## config.mk

```make
export PLATFORM = sky130hd
export DESIGN_NAME = pixel_decimate_to_ascii_top
export DESIGN_NICKNAME = d
export VERILOG_FILES = /design/src/hdl/pda_pkg.sv /design/src/hdl/pda_front.sv /design/src/hdl/pda_fifo.sv /design/src/hdl/pda_back.sv /design/src/hdl/pixel_decimate_to_ascii_top.sv
export VERILOG_INCLUDE_DIRS = /design/src /design/src/hdl
export SDC_FILE = /design/constraint.sdc
export NUM_CORES = 1
export LEC_CHECK = 0
export BUFFER_PORTS_ARGS = -buffer_cell sky130_fd_sc_hd__buf_2
export CORE_MARGIN = 4
export CORE_UTILIZATION = 60
export DETAILED_ROUTE_END_ITERATION = 10
export PLACE_DENSITY_LB_ADDON = 0.15
export SYNTH_ARGS = -nofsm -noshare
export SYNTH_HDL_FRONTEND = slang
export SYNTH_SLANG_ARGS = --single-unit
```

## constraint.sdc

```tcl
create_clock -name clk -period 6.74 [get_ports clk]
set_clock_uncertainty 0.15 [all_clocks]
set_input_delay 0.674 -clock clk [delete_from_list [all_inputs] [get_ports clk]]
set_output_delay 0.674 -clock clk [all_outputs]
set_load 0.05 [all_outputs]
```

## src/hdl/assert_macros.svh

```systemverilog
// ----------------------------------------------------------------------------
// assert_macros.svh
// Assertion helpers shared by the decimator RTL. Synthesis builds see empty
// bodies.
// ----------------------------------------------------------------------------
`ifndef ASSERT_MACROS_SVH
`define ASSERT_MACROS_SVH

`ifndef SYNTHESIS

// Property that must hold at every clock edge out of reset
`define PDA_ASSERT(label, clk, rst_n, prop, msg) \
    label: assert property (@(posedge clk) disable iff (!rst_n) (prop)) \
        else $error(msg);

// Condition that must never be true out of reset
`define PDA_NEVER(label, clk, rst_n, cond, msg) \
    label: assert property (@(posedge clk) disable iff (!rst_n) !(cond)) \
        else $error(msg);

`else

`define PDA_ASSERT(label, clk, rst_n, prop, msg)
`define PDA_NEVER(label, clk, rst_n, cond, msg)

`endif

`endif

```

## src/hdl/pda_pkg.sv

```systemverilog
// ----------------------------------------------------------------------------
// pda_pkg
// Types and constants for the pixel decimator with character mapping.
// ----------------------------------------------------------------------------
`default_nettype none

package pda_pkg;

    // Default geometry limit, symbol table size and queue depth
    localparam int MAX_DIM_DEF = 4096;
    localparam int MAX_SYMBOLS = 8;
    localparam int FIFO_DEPTH  = 4;

    // Register field widths
    localparam int DIM_W  = 13;
    localparam int QS_W   = 8;
    localparam int NSYM_W = 4;
    localparam int TBL_W  = 64;
    localparam int PIX_W  = 8;
    localparam int SYM_W  = 8;
    localparam int CFG_W  = 64;
    localparam int ADDR_W = 3;

    // Register indexes
    localparam logic [ADDR_W-1:0] REG_IN_COLS      = 3'd0;
    localparam logic [ADDR_W-1:0] REG_COL_STEP     = 3'd1;
    localparam logic [ADDR_W-1:0] REG_ROW_STEP     = 3'd2;
    localparam logic [ADDR_W-1:0] REG_OUT_COLS     = 3'd3;
    localparam logic [ADDR_W-1:0] REG_OUT_ROWS     = 3'd4;
    localparam logic [ADDR_W-1:0] REG_QUANT_STEP   = 3'd5;
    localparam logic [ADDR_W-1:0] REG_NUM_SYMBOLS  = 3'd6;
    localparam logic [ADDR_W-1:0] REG_SYMBOL_TABLE = 3'd7;

    // Configuration register file
    typedef struct packed {
        logic [DIM_W-1:0]  in_cols;
        logic [DIM_W-1:0]  col_step;
        logic [DIM_W-1:0]  row_step;
        logic [DIM_W-1:0]  out_cols;
        logic [DIM_W-1:0]  out_rows;
        logic [QS_W-1:0]   quant_step;
        logic [NSYM_W-1:0] num_symbols;
        logic [TBL_W-1:0]  symbol_table;
    } cfg_t;

    // Kept pixel queued between front and back
    typedef struct packed {
        logic [PIX_W-1:0] pixel;
        logic             line_end;
        logic             frame_end;
    } dec_item_t;

endpackage

`default_nettype wire

```

## src/hdl/pda_front.sv

```systemverilog
// ----------------------------------------------------------------------------
// pda_front
// Raster counters: decides which pixels are kept and tags line/frame ends.
// ----------------------------------------------------------------------------
`default_nettype none

module pda_front #(
    parameter int MAX_DIM = pda_pkg::MAX_DIM_DEF
) (
    input  wire logic                           clk,
    input  wire logic                           rst_n,
    input  wire pda_pkg::cfg_t                  cfg,
    input  wire logic                           in_accept,
    input  wire logic [pda_pkg::PIX_W-1:0]      pixel,
    input  wire logic                           frame_start,
    output logic                                push,
    output pda_pkg::dec_item_t                  push_item
);
    import pda_pkg::*;

    `include "assert_macros.svh"

    localparam int IDX_W = $clog2(MAX_DIM);
    localparam int EFF_W = IDX_W + 1;
    localparam int SUM_W = EFF_W + 1;

    // Clamp a geometry register to 1..MAX_DIM
    function automatic logic [EFF_W-1:0] dim_eff(input logic [DIM_W-1:0] v);
        logic [EFF_W-1:0] r;
        if (v == '0)
            r = EFF_W'(1);
        else if (32'(v) > MAX_DIM)
            r = EFF_W'(MAX_DIM);
        else
            r = EFF_W'(v);
        return r;
    endfunction

    logic [IDX_W-1:0] in_col_reg, in_col_next;
    logic [IDX_W-1:0] col_phase_reg, col_phase_next;
    logic [IDX_W-1:0] row_phase_reg, row_phase_next;
    logic [EFF_W-1:0] out_col_reg, out_col_next;
    logic [EFF_W-1:0] out_row_reg, out_row_next;
    logic             done_reg, done_next;

    logic [EFF_W-1:0] cols, cstep, rstep, ocols, orows;
    logic [IDX_W-1:0] icc, cph, rph;
    logic [EFF_W-1:0] occ, orc, occ_kept;
    logic             done_cur, keep, line_last, frame_last, row_end;

    assign cols  = dim_eff(cfg.in_cols);
    assign cstep = dim_eff(cfg.col_step);
    assign rstep = dim_eff(cfg.row_step);
    assign ocols = dim_eff(cfg.out_cols);
    assign orows = dim_eff(cfg.out_rows);

    // Frame start clears counters before the pixel is looked at
    assign icc      = frame_start ? '0 : in_col_reg;
    assign cph      = frame_start ? '0 : col_phase_reg;
    assign rph      = frame_start ? '0 : row_phase_reg;
    assign occ      = frame_start ? '0 : out_col_reg;
    assign orc      = frame_start ? '0 : out_row_reg;
    assign done_cur = frame_start ? 1'b0 : done_reg;

    // Keep decision and end-of-line / end-of-frame tags
    assign keep = !done_cur && (rph == '0) && (cph == '0) &&
                  (occ < ocols) && (orc < orows);
    assign line_last = (SUM_W'(occ) + SUM_W'(1) >= SUM_W'(ocols)) ||
                       (SUM_W'(icc) + SUM_W'(cstep) >= SUM_W'(cols));
    assign frame_last = line_last && (SUM_W'(orc) + SUM_W'(1) >= SUM_W'(orows));
    assign row_end  = SUM_W'(icc) + SUM_W'(1) >= SUM_W'(cols);
    assign occ_kept = keep ? occ + EFF_W'(1) : occ;

    assign push               = in_accept && keep;
    assign push_item.pixel     = pixel;
    assign push_item.line_end  = line_last;
    assign push_item.frame_end = frame_last;

    // Counter update
    always_comb
    begin
        in_col_next    = in_col_reg;
        col_phase_next = col_phase_reg;
        row_phase_next = row_phase_reg;
        out_col_next   = out_col_reg;
        out_row_next   = out_row_reg;
        done_next      = done_reg;
        if (in_accept) begin
            in_col_next    = icc;
            col_phase_next = cph;
            row_phase_next = rph;
            out_col_next   = occ;
            out_row_next   = orc;
            done_next      = done_cur;
            if (!done_cur) begin
                done_next = keep && frame_last;
                if (row_end) begin
                    if ((rph == '0) && (orc < orows))
                        out_row_next = orc + EFF_W'(1);
                    in_col_next    = '0;
                    col_phase_next = '0;
                    out_col_next   = '0;
                    row_phase_next = (SUM_W'(rph) + SUM_W'(1) >= SUM_W'(rstep)) ?
                                     '0 : rph + IDX_W'(1);
                end else begin
                    in_col_next    = icc + IDX_W'(1);
                    out_col_next   = occ_kept;
                    col_phase_next = (SUM_W'(cph) + SUM_W'(1) >= SUM_W'(cstep)) ?
                                     '0 : cph + IDX_W'(1);
                end
            end
        end
    end

    always_ff @(posedge clk or negedge rst_n)
    begin
        if (!rst_n) begin
            in_col_reg    <= '0;
            col_phase_reg <= '0;
            row_phase_reg <= '0;
            out_col_reg   <= '0;
            out_row_reg   <= '0;
            done_reg      <= 1'b0;
        end else begin
            in_col_reg    <= in_col_next;
            col_phase_reg <= col_phase_next;
            row_phase_reg <= row_phase_next;
            out_col_reg   <= out_col_next;
            out_row_reg   <= out_row_next;
            done_reg      <= done_next;
        end
    end

    // A frame_end tag closes the frame until the next frame start
    `PDA_ASSERT(a_frame_close, clk, rst_n, push && frame_last |=> done_reg, "frame not closed")
    // Nothing is kept once the frame is closed
    `PDA_NEVER(a_keep_after_done, clk, rst_n, push && done_reg && !frame_start, "kept after done")

endmodule

`default_nettype wire

```

## src/hdl/pda_fifo.sv

```systemverilog
// ----------------------------------------------------------------------------
// pda_fifo
// Small register queue between the counter front and the mapping back.
// ----------------------------------------------------------------------------
`default_nettype none

module pda_fifo #(
    parameter int DEPTH = pda_pkg::FIFO_DEPTH
) (
    input  wire logic                clk,
    input  wire logic                rst_n,
    input  wire logic                push,
    input  wire pda_pkg::dec_item_t  push_item,
    input  wire logic                pop,
    output logic                     full,
    output logic                     not_empty,
    output pda_pkg::dec_item_t       head
);
    import pda_pkg::*;

    `include "assert_macros.svh"

    localparam int PTR_W = (DEPTH > 1) ? $clog2(DEPTH) : 1;
    localparam int CNT_W = $clog2(DEPTH + 1);

    dec_item_t        mem_reg [DEPTH];
    logic [PTR_W-1:0] wr_ptr_reg, wr_ptr_next;
    logic [PTR_W-1:0] rd_ptr_reg, rd_ptr_next;
    logic [CNT_W-1:0] count_reg, count_next;

    assign full      = (count_reg == CNT_W'(DEPTH));
    assign not_empty = (count_reg != '0);
    assign head      = mem_reg[rd_ptr_reg];

    // Pointer and fill tracking
    always_comb
    begin
        wr_ptr_next = wr_ptr_reg;
        rd_ptr_next = rd_ptr_reg;
        count_next  = count_reg;
        if (push)
            wr_ptr_next = (wr_ptr_reg == PTR_W'(DEPTH - 1)) ? '0 : wr_ptr_reg + PTR_W'(1);
        if (pop)
            rd_ptr_next = (rd_ptr_reg == PTR_W'(DEPTH - 1)) ? '0 : rd_ptr_reg + PTR_W'(1);
        if (push && !pop)
            count_next = count_reg + CNT_W'(1);
        else if (pop && !push)
            count_next = count_reg - CNT_W'(1);
    end

    always_ff @(posedge clk or negedge rst_n)
    begin
        if (!rst_n) begin
            wr_ptr_reg <= '0;
            rd_ptr_reg <= '0;
            count_reg  <= '0;
        end else begin
            wr_ptr_reg <= wr_ptr_next;
            rd_ptr_reg <= rd_ptr_next;
            count_reg  <= count_next;
        end
    end

    // Storage, no reset needed
    always_ff @(posedge clk)
    begin
        if (push)
            mem_reg[wr_ptr_reg] <= push_item;
    end

    `PDA_NEVER(a_overflow, clk, rst_n, push && full, "queue overflow")
    `PDA_NEVER(a_underflow, clk, rst_n, pop && !not_empty, "queue underflow")

endmodule

`default_nettype wire

```

## src/hdl/pda_back.sv

```systemverilog
// ----------------------------------------------------------------------------
// pda_back
// Gray level to character mapping and the output register.
// ----------------------------------------------------------------------------
`default_nettype none

module pda_back (
    input  wire logic                        clk,
    input  wire logic                        rst_n,
    input  wire pda_pkg::cfg_t               cfg,
    input  wire logic                        head_valid,
    input  wire pda_pkg::dec_item_t          head,
    output logic                             pop,
    output logic                             out_valid,
    input  wire logic                        out_ready,
    output logic [pda_pkg::SYM_W-1:0]        out_symbol,
    output logic                             out_line_end,
    output logic                             out_frame_end
);
    import pda_pkg::*;

    `include "assert_macros.svh"

    localparam int SEL_W = $clog2(MAX_SYMBOLS);
    localparam int THR_W = QS_W + SEL_W + 1;

    logic             out_valid_reg, out_valid_next;
    logic [SYM_W-1:0] symbol_reg;
    logic             line_end_reg, frame_end_reg;

    logic [NSYM_W-1:0]  n_eff;
    logic [SEL_W-1:0]   sel;
    logic [SYM_W-1:0]   symbol_next;

    // Number of symbols in use, clamped to 1..MAX_SYMBOLS
    always_comb
    begin
        if (cfg.num_symbols == '0)
            n_eff = NSYM_W'(1);
        else if (cfg.num_symbols > NSYM_W'(MAX_SYMBOLS))
            n_eff = NSYM_W'(MAX_SYMBOLS);
        else
            n_eff = cfg.num_symbols;
    end

    // Threshold compares, first hit wins, else last symbol in use
    always_comb
    begin
        logic [THR_W-1:0] thr;
        sel = SEL_W'(n_eff - NSYM_W'(1));
        for (int k = MAX_SYMBOLS - 2; k >= 0; k--) begin
            thr = THR_W'(cfg.quant_step) * THR_W'(k + 1);
            if ((NSYM_W'(k + 1) < n_eff) && (THR_W'(head.pixel) <= thr))
                sel = SEL_W'(k);
        end
    end

    assign symbol_next = cfg.symbol_table[SYM_W*sel +: SYM_W];

    // Output register refills from the queue head whenever empty or being taken
    assign pop = head_valid && (!out_valid_reg || out_ready);

    always_comb
    begin
        out_valid_next = out_valid_reg;
        if (pop)
            out_valid_next = 1'b1;
        else if (out_ready)
            out_valid_next = 1'b0;
    end

    always_ff @(posedge clk or negedge rst_n)
    begin
        if (!rst_n)
            out_valid_reg <= 1'b0;
        else
            out_valid_reg <= out_valid_next;
    end

    always_ff @(posedge clk)
    begin
        if (pop) begin
            symbol_reg    <= symbol_next;
            line_end_reg  <= head.line_end;
            frame_end_reg <= head.frame_end;
        end
    end

    assign out_valid     = out_valid_reg;
    assign out_symbol    = symbol_reg;
    assign out_line_end  = line_end_reg;
    assign out_frame_end = frame_end_reg;

    // The last character of a frame also ends its line
    `PDA_NEVER(a_frame_line, clk, rst_n, out_valid_reg && frame_end_reg && !line_end_reg, "frame_end without line_end")

endmodule

`default_nettype wire

```

## src/hdl/pixel_decimate_to_ascii_top.sv

```systemverilog
// ----------------------------------------------------------------------------
// pixel_decimate_to_ascii_top
// Gray pixel decimator that turns kept pixels into character codes.
// ----------------------------------------------------------------------------
// Usage:
//   Pixels enter on s_axis in raster order, one transaction per pixel;
//   tuser set marks the first pixel of a frame and clears all counters.
//   Every col_step-th column of every row_step-th row is kept, up to
//   out_cols per line and out_rows lines. Each kept pixel leaves on m_axis
//   as a character code, tlast on the last character of a line and tuser on
//   the last character of the frame; later pixels are dropped until the
//   next frame start.
//   Throughput is one pixel per clock while the queue is not full. A kept
//   pixel passes the queue stage and then the output register to m_axis.
//   A four-entry queue between the counter front and the mapping back
//   absorbs receiver stalls; s_axis_tready drops only when it is full.
//   Reset empties the queue and the output register and clears counters;
//   registers return to 640, 1, 1, 80, 40, 32, 8 and an all-zero table.
//   Write registers through cfg_we/cfg_addr/cfg_wdata only while idle.
// ----------------------------------------------------------------------------
`default_nettype none

module pixel_decimate_to_ascii_top #(
    parameter int MAX_DIM = pda_pkg::MAX_DIM_DEF
) (
    input  wire logic                          clk,
    input  wire logic                          rst_n,
    // Configuration write port
    input  wire logic                          cfg_we,
    input  wire logic [pda_pkg::ADDR_W-1:0]    cfg_addr,
    input  wire logic [pda_pkg::CFG_W-1:0]     cfg_wdata,
    // Pixel input
    input  wire logic                          s_axis_tvalid,
    output logic                               s_axis_tready,
    input  wire logic [pda_pkg::PIX_W-1:0]     s_axis_tdata,   // [7:0] pixel
    input  wire logic                          s_axis_tuser,   // [0] frame_start
    // Character output
    output logic                               m_axis_tvalid,
    input  wire logic                          m_axis_tready,
    output logic [pda_pkg::SYM_W-1:0]          m_axis_tdata,   // [7:0] symbol
    output logic                               m_axis_tlast,   // line_end
    output logic                               m_axis_tuser    // [0] frame_end
);
    import pda_pkg::*;

    cfg_t      cfg_reg;
    logic      in_accept, push, pop, q_full, q_valid;
    dec_item_t push_item, head;

    // Register file
    always_ff @(posedge clk or negedge rst_n)
    begin
        if (!rst_n) begin
            cfg_reg.in_cols      <= DIM_W'(640);
            cfg_reg.col_step     <= DIM_W'(1);
            cfg_reg.row_step     <= DIM_W'(1);
            cfg_reg.out_cols     <= DIM_W'(80);
            cfg_reg.out_rows     <= DIM_W'(40);
            cfg_reg.quant_step   <= QS_W'(32);
            cfg_reg.num_symbols  <= NSYM_W'(8);
            cfg_reg.symbol_table <= '0;
        end else if (cfg_we) begin
            case (cfg_addr)
                REG_IN_COLS:      cfg_reg.in_cols      <= cfg_wdata[DIM_W-1:0];
                REG_COL_STEP:     cfg_reg.col_step     <= cfg_wdata[DIM_W-1:0];
                REG_ROW_STEP:     cfg_reg.row_step     <= cfg_wdata[DIM_W-1:0];
                REG_OUT_COLS:     cfg_reg.out_cols     <= cfg_wdata[DIM_W-1:0];
                REG_OUT_ROWS:     cfg_reg.out_rows     <= cfg_wdata[DIM_W-1:0];
                REG_QUANT_STEP:   cfg_reg.quant_step   <= cfg_wdata[QS_W-1:0];
                REG_NUM_SYMBOLS:  cfg_reg.num_symbols  <= cfg_wdata[NSYM_W-1:0];
                REG_SYMBOL_TABLE: cfg_reg.symbol_table <= cfg_wdata[TBL_W-1:0];
                default: ;
            endcase
        end
    end

    assign s_axis_tready = !q_full;
    assign in_accept     = s_axis_tvalid && !q_full;

    pda_front #(
        .MAX_DIM (MAX_DIM)
    ) u_front (
        .clk         (clk),
        .rst_n       (rst_n),
        .cfg         (cfg_reg),
        .in_accept   (in_accept),
        .pixel       (s_axis_tdata),
        .frame_start (s_axis_tuser),
        .push        (push),
        .push_item   (push_item)
    );

    pda_fifo #(
        .DEPTH (FIFO_DEPTH)
    ) u_fifo (
        .clk       (clk),
        .rst_n     (rst_n),
        .push      (push),
        .push_item (push_item),
        .pop       (pop),
        .full      (q_full),
        .not_empty (q_valid),
        .head      (head)
    );

    pda_back u_back (
        .clk           (clk),
        .rst_n         (rst_n),
        .cfg           (cfg_reg),
        .head_valid    (q_valid),
        .head          (head),
        .pop           (pop),
        .out_valid     (m_axis_tvalid),
        .out_ready     (m_axis_tready),
        .out_symbol    (m_axis_tdata),
        .out_line_end  (m_axis_tlast),
        .out_frame_end (m_axis_tuser)
    );

endmodule

`default_nettype wire
```

==> results of run 1 <==
==> through the flow <==
step	util	worst slack [ps]	hold WS, ps
floorplan	-	1160	228
finish	0.673	875	173
CTS	0.673	927	155
global route	0.673	459	168
global placement	0.637	1140	327
detailed placement	0.637	955	334
==> routing by layer <==
layer	wire (µm)	track usage
met3	1690	0.0371
met2	20400	0.457
met4	1470	0.0863
met5	0	0
met1	18600	0.355
==> report_power, final <==
group	internal [mW]	switching, mW
Combinational	1.42	1.86
Sequential	1.97	0.286
Clock	1.04	0.670
==> cells in the final DEF, fill, tap and decap left out, types with 12 or more instances in the layout <==
master	count
ha_1	207
dfrtp_1	202
mux2_2	141
nand2_1	128
buf_2	91
inv_1	77
a21oi_1	67
nor2_1	66
o21ai_0	58
nor2b_1	52
edfxtp_1	50
nand3_1	42
xor2_1	37
xnor2_1	36
a22o_1	33
nand2b_1	31
a21o_1	31
clkbuf_16	30
and3_1	24
mux2i_1	20
nor3_1	18
nand4_1	18
nor4_1	17
o21a_1	17
fa_1	12
==> worst max path at each step <==
stage | start | endpoint | slack (ps)
2_1_floorplan | s_axis_tuser | u_fifo.mem_reg[0][0] | 1160
3_3_place_gp | cfg_reg[70] | u_back.out_symbol[3] | 1140
3_5_place_dp | cfg_reg[70] | u_back.out_symbol[6] | 950
4_1_cts | cfg_reg[70] | u_back.out_symbol[1] | 930
5_1_grt | cfg_reg[70] | u_back.out_symbol[1] | 460
6_report | cfg_reg[70] | u_back.out_symbol[1] | 880
==> what timing repair did <==
| item | 4_1_cts | 5_1_grt |
|---|---|---|
| endpoints found under the setup margin | 0 | 0 |
| hold buffers | 1 | 0 |
| endpoints found under the hold margin | 38 | 0 |
==> kinds of logic after synthesis <==
family                     count (synthesis)  share of synthesized area
buffers and inverters                    130                     0.0294
xor gates and xnor gates                  73                     0.0368
muxes                                    172                      0.116
and+or+nand+nor                          436                      0.127
AOI/OAI and AO/OA                        340                      0.136
DFF                                      262                      0.392
adders and majority gates                219                      0.163
==> worst max-delay path: stages (launching register included) <==
cell,delay (ps)
dfrtp_1,550
fa_1,560
ha_1,190
inv_1,60
fa_1,400
nand2b_1,180
nand2_1,70
a21oi_1,70
xor2_1,150
ha_1,300
and3_1,160
nand3_1,100
o21bai_1,180
a221o_1,310
o31ai_1,460
nand2_1,120
a221o_1,750
and2_1,470
a2bb2oi_1,200
o221ai_1,140
==> cell type report <==
cell class,count,area [µm²]
Clock inverter,18,234
Timing Repair Buffer,104,574
Sequential cell,262,6820
Tap cell,384,480
Multi-Input combinational cell,1240,10100
Fill cell,2252,9360
Inverter,77,289
Clock buffer,35,800
==> flow_summary.yaml, run 1 <==
grt:
  antenna_found_initial: 0
  grt_use_total: 0.267
  grt_pass1_wl_um: 68300
  grt_pass1_vias: 13200
  grt_remaining_overflow: 0
  grt_max_degree: 175
placement:
  routabilityCongestion: 0.917
  hpwl_um: 30500
  placedInstanceArea_um2: 18200
  numPortBuffers: 92
  dp.cells: 2066
clocking:
  cts-resized-gates: 0
  htreeDepth: 1
  clkSinkCount: 262
  clk_latency_ps: 540
  clk_pin_slew_ps: 60
  cts-root-buf: "clkbuf_16"
  clk_path_buf_depth: 3
  cts_tree: "built"
  post-cts-setup-buffers: 0
  cts_buffers: 29
timing:
  tightest_slew_ps: 1250
  slew_viol_final: 0
  hold_viol: 0
  fmax_mhz: 171
  maxSlewHeadroom: 0.165
  rsz0062_at_grt: "false"
  setup_violations: 0
  period_share: 0.870
  period_minus_slack_ps: 5860
  setup_tns_ps: 0
drt:
  ant_nets: 0
  firstDrtPassIters: 5
  wl_um: 42200
  wire_per_inst_um: 19.9
  dr_total_vias: 13000
  drc: 0
  via_per_inst: 6.14
  drt_iter0_markers: 769
die:
  initial_core_util: 0.607
  num_rows: 62
  dieHeight_um: 178
  dieWidth_um: 178
  ioPinCount: 93
  die_area_um2: 31800
  core_um2: 28600
cells_and_area:
  instances_no_fill: 2120
  antenna_cells: 0
  largest_register_ffs: 141
  nets: 2014
  drive_above_1_share: 0.185
  area_growth_pct: 10.8
  final_cell_area_um2: 19300
logic_synthesis:
  synth_top_cell_area_share: 0.291
  avgSynthCellArea_um2: 10.7
  synth_cells: 1632
  synth_area_leaders: "dfrtp_1 29%, ha_1 15%, mux2_2 9.1%"
  synthFlopType: "dfrtp_1"
  seq_area_frac_synth: 0.392
  synthTopCellsByCount: "207 x ha_1, 202 x dfrtp_1, 141 x mux2_2"
  post-synth-top-area-cell: "dfrtp_1"
  ys_seq_elements: 262
  ys_types: 72
  synth-async-reset-ratio: 0.809
  syn_nets: 1932
  synthesis.area_um2: 17400
  yosysWarningCount: 0
  yosysMostFrequentCell: "ha_1"
  synth_edf_count: 50
worst_setup_path:
  cp-start-kind: "register"
  worstSetupEndpointType: "register"
  regToRegEndpoint: "u_back.out_symbol[1]"
  cp.arrival_ps: 5950
  crit_required_ps: 6820
  crit_type: "register to register"
  worstPathMaxFanout: 31
  worst-r2r-setup-slack_ps: 880
  reg2reg_depth: 19
  reg2reg_from: "cfg_reg[70]"
min_path:
  min_path_cells: 2
  min_to: "u_back.out_valid"
  hold_path.class: "input port to register"
  hp-start: "m_axis_tready"
run_status:
  status: "complete, no violations"
power_and_ir_drop:
  peakVddDrop_uv: 275
  power.density_nw_per_um2: 376
  p_leak_nw: 8.94
  total_power_mw: 7.24
job:
  max_cap_viol_count: 0
(Power assumes the default switching activity.)
==> run 2, diff against run 1 <==
- ABC_AREA: not set -> 1
==> run 2 against run 1 <==
Net effect:
- global-route usage up 0.95 points
- routed wire length up 10%
- total power rose by 9.2%
- final cell count rose by 33%
- worst hold slack got worse by 150 ps
- utilization decreased by 0.14 points
- sequential power barely moved
- sequential share of layout area decreased by 1.4 points
==> flow_summary.yaml, run 2 <==
worst_setup_path:
  cp.arrival_ps: 5350
  worstSetupEndpointType: "register"
  worstPathMaxFanout: 33
  reg2reg_from: "u_fifo.rd_ptr_reg[0]"
  crit_type: "register to register"
  cp-start-kind: "register"
  startpoint: "u_fifo.rd_ptr_reg[0]"
  crit_required_ps: 6910
grt:
  antenna_found_initial: 1
  grt_pass1_vias: 15600
  grt_pass1_wl_um: 76900
  grt_max_degree: 129
  grt_use_met2: 0.450
  grt.busiest_layer: "met2"
  met1_usage: 0.382
  grt_remaining_overflow: 0
  grt_use_total: 0.277
  use_met3: 0.0466
timing:
  tightest_slew_ps: 1140
  setup_violations: 0
  slew_viol_final: 0
  rsz0062_at_grt: "false"
  period_minus_slack_ps: 5180
  maxSlewHeadroom: 0.240
  period_share: 0.768
  setup_tns_ps: 0
  hold_viol: 0
  fmax_mhz: 193
power_and_ir_drop:
  power_frac_clock: 0.203
  combPwrFrac: 0.509
  p_sw_mw: 3.56
  seqPwrFrac: 0.288
  peakVddDrop_uv: 209
  power.internal_mw: 4.34
  power.density_nw_per_um2: 394
  switching_share: 0.450
  p_leak_nw: 10.1
  total_power_mw: 7.90
drt:
  drc: 0
  dr_total_vias: 16000
  wire_per_inst_um: 16.5
  drt_iter0_markers: 1247
  ant_nets: 0
  via_per_inst: 5.68
  firstDrtPassIters: 8
  wl_um: 46400
die:
  num_rows: 63
  core_um2: 29900
  initial_core_util: 0.613
  ioPinCount: 93
  die_area_um2: 33400
  dieHeight_um: 183
  dieWidth_um: 183
logic_synthesis:
  seq_area_frac_synth: 0.372
  synth_edf_count: 50
  synth_top_cell_area_share: 0.276
  yosysMostFrequentCell: "nand2_1"
  yosysWarningCount: 0
  synth-async-reset-ratio: 0.809
  ys_seq_elements: 262
  synth_area_leaders: "dfrtp_1 28%, ha_1 14%, nand2_1 10%"
  syn_nets: 2639
  synth_cells: 2339
  synthFlopType: "dfrtp_1"
  avgSynthCellArea_um2: 7.83
  synthesis.area_um2: 18300
  post-synth-top-area-cell: "dfrtp_1"
  ys_types: 60
  synthTopCellsByCount: "491 x nand2_1, 336 x inv_1, 245 x o21ai_0"
clocking:
  post-cts-setup-buffers: 0
  clkSinkCount: 262
  clk_pin_slew_ps: 60
  clk_path_buf_depth: 3
  htreeDepth: 1
  ctsHoldBuffers: 0
  cts_tree: "built"
  cts_buffers: 30
  clk_latency_ps: 570
  cts-resized-gates: 0
  cts-root-buf: "clkbuf_16"
cells_and_area:
  final_cell_area_um2: 20100
  final_common_cell: "nand2_1"
  nets: 2710
  instances_no_fill: 2822
  area_growth_pct: 9.54
  drive_above_1_share: 0.0876
  final_core_util: 0.672
  n_fill_cell: 2519
  mostFrequentLayoutCells: "491 x nand2_1, 336 x inv_1, 245 x o21ai_0, 207 x ha_1, 202 x dfrtp_1"
  largest_register_ffs: 141
  antenna_cells: 0
min_path:
  hold_path.class: "input port to async pin"
run_status:
  status: "complete, no violations"
job:
  max_cap_viol_count: 0
placement:
  placedInstanceArea_um2: 19100
  routabilityCongestion: 0.903
  dp.cells: 2768
  numPortBuffers: 92
  hpwl_um: 34300
## run 2: cell types whose count changed after synthesis, moves of 31 or more
| cell | before | now |
|---|---|---|
| nor2_1 | 66 | 181 |
| inv_1 | 77 | 336 |
| a22o_1 | 33 | 0 |
| mux2_2 | 141 | 0 |
| nand2_1 | 128 | 491 |
| a21oi_1 | 68 | 130 |
| nor2b_1 | 52 | 0 |
| nand3_1 | 42 | 136 |
| o21ai_0 | 58 | 245 |
| nand2b_1 | 31 | 0 |
## run 2: kinds of logic after synthesis
family | share of synthesized area
buffers and inverters | 0.0878
DFF | 0.372
and+or+nand+nor | 0.212
AOI/OAI and AO/OA | 0.143
adders and majority gates | 0.154
xor gates and xnor gates | 0.0301
## run 2: through the flow
| stage | hold WS (ps) | setup WS, ps |
|---|---|---|
| after floorplan | 228 | 2110 |
| after global placement | 323 | 1620 |
| after detailed placement | 342 | 1530 |
| after CTS | 76.7 | 1630 |
| after global routing | 108 | 1150 |
| final | 19.3 | 1560 |
## run 2: worst paths after layout
check                           slack [ps]                      to  cells past startpoint
worst max register to register        1560    u_back.out_symbol[3]                     23
min in group clk                       170             cfg_reg[27]                      3
worst min register to register         350            cfg_reg[102]                      2
max in group asynchronous             4970             cfg_reg[59]                      2
worst min-delay path                    20  u_front.out_row_reg[7]                      1
worst max-delay path                  1560    u_back.out_symbol[3]                     23
## run 2: cell type report
cell class | count | area, µm² | share of cell area
multi-input combinational | 1664 | 9910 | 0.494
sequential | 262 | 6820 | 0.340
clock buffer | 41 | 856 | 0.0426
tap | 390 | 488 | 0.0243
inverter | 344 | 1290 | 0.0643
timing repair buffer | 108 | 591 | 0.0294
clock inverter | 13 | 114 | 0.00567
## run 2: worst max-delay path, cell delays in order (launching register included)
cell and delay [ps]:
dfrtp_1 630, inv_2 370, o21ai_0 150, o22ai_1 820
ha_1 290, nand2_1 70, nor2_1 140, o21ai_0 110
nand3_1 90, nand2_1 60, nand2_1 50, nand3_1 130
o21ai_1 230, nand2_1 80, nand2_1 60, nand2_1 50
nand2_1 60, nand2_2 350, nand2_2 580, nand2_1 130
nand3_1 130, nand2_1 70, nand2_1 60, nand2_1 60
## run 2: routing by layer
metal  wire (µm)  up-vias  part of all wire
li1            -     7906                 -
met1       20600     7505              0.44
met2       21400      521              0.46
met3        3080      101             0.066
met4        1410        0             0.030
met5           0        -                 0
## run 2: power by group through the flow
stage	clock [mW]	combinational (mW)	sequential [mW]
after detailed placement	0	3.97	2.30
after global routing	1.70	4.63	2.32
after floorplan	0	2.96	2.33
after CTS	1.63	3.99	2.27
final	1.60	4.02	2.28
after global placement	0	3.82	2.28
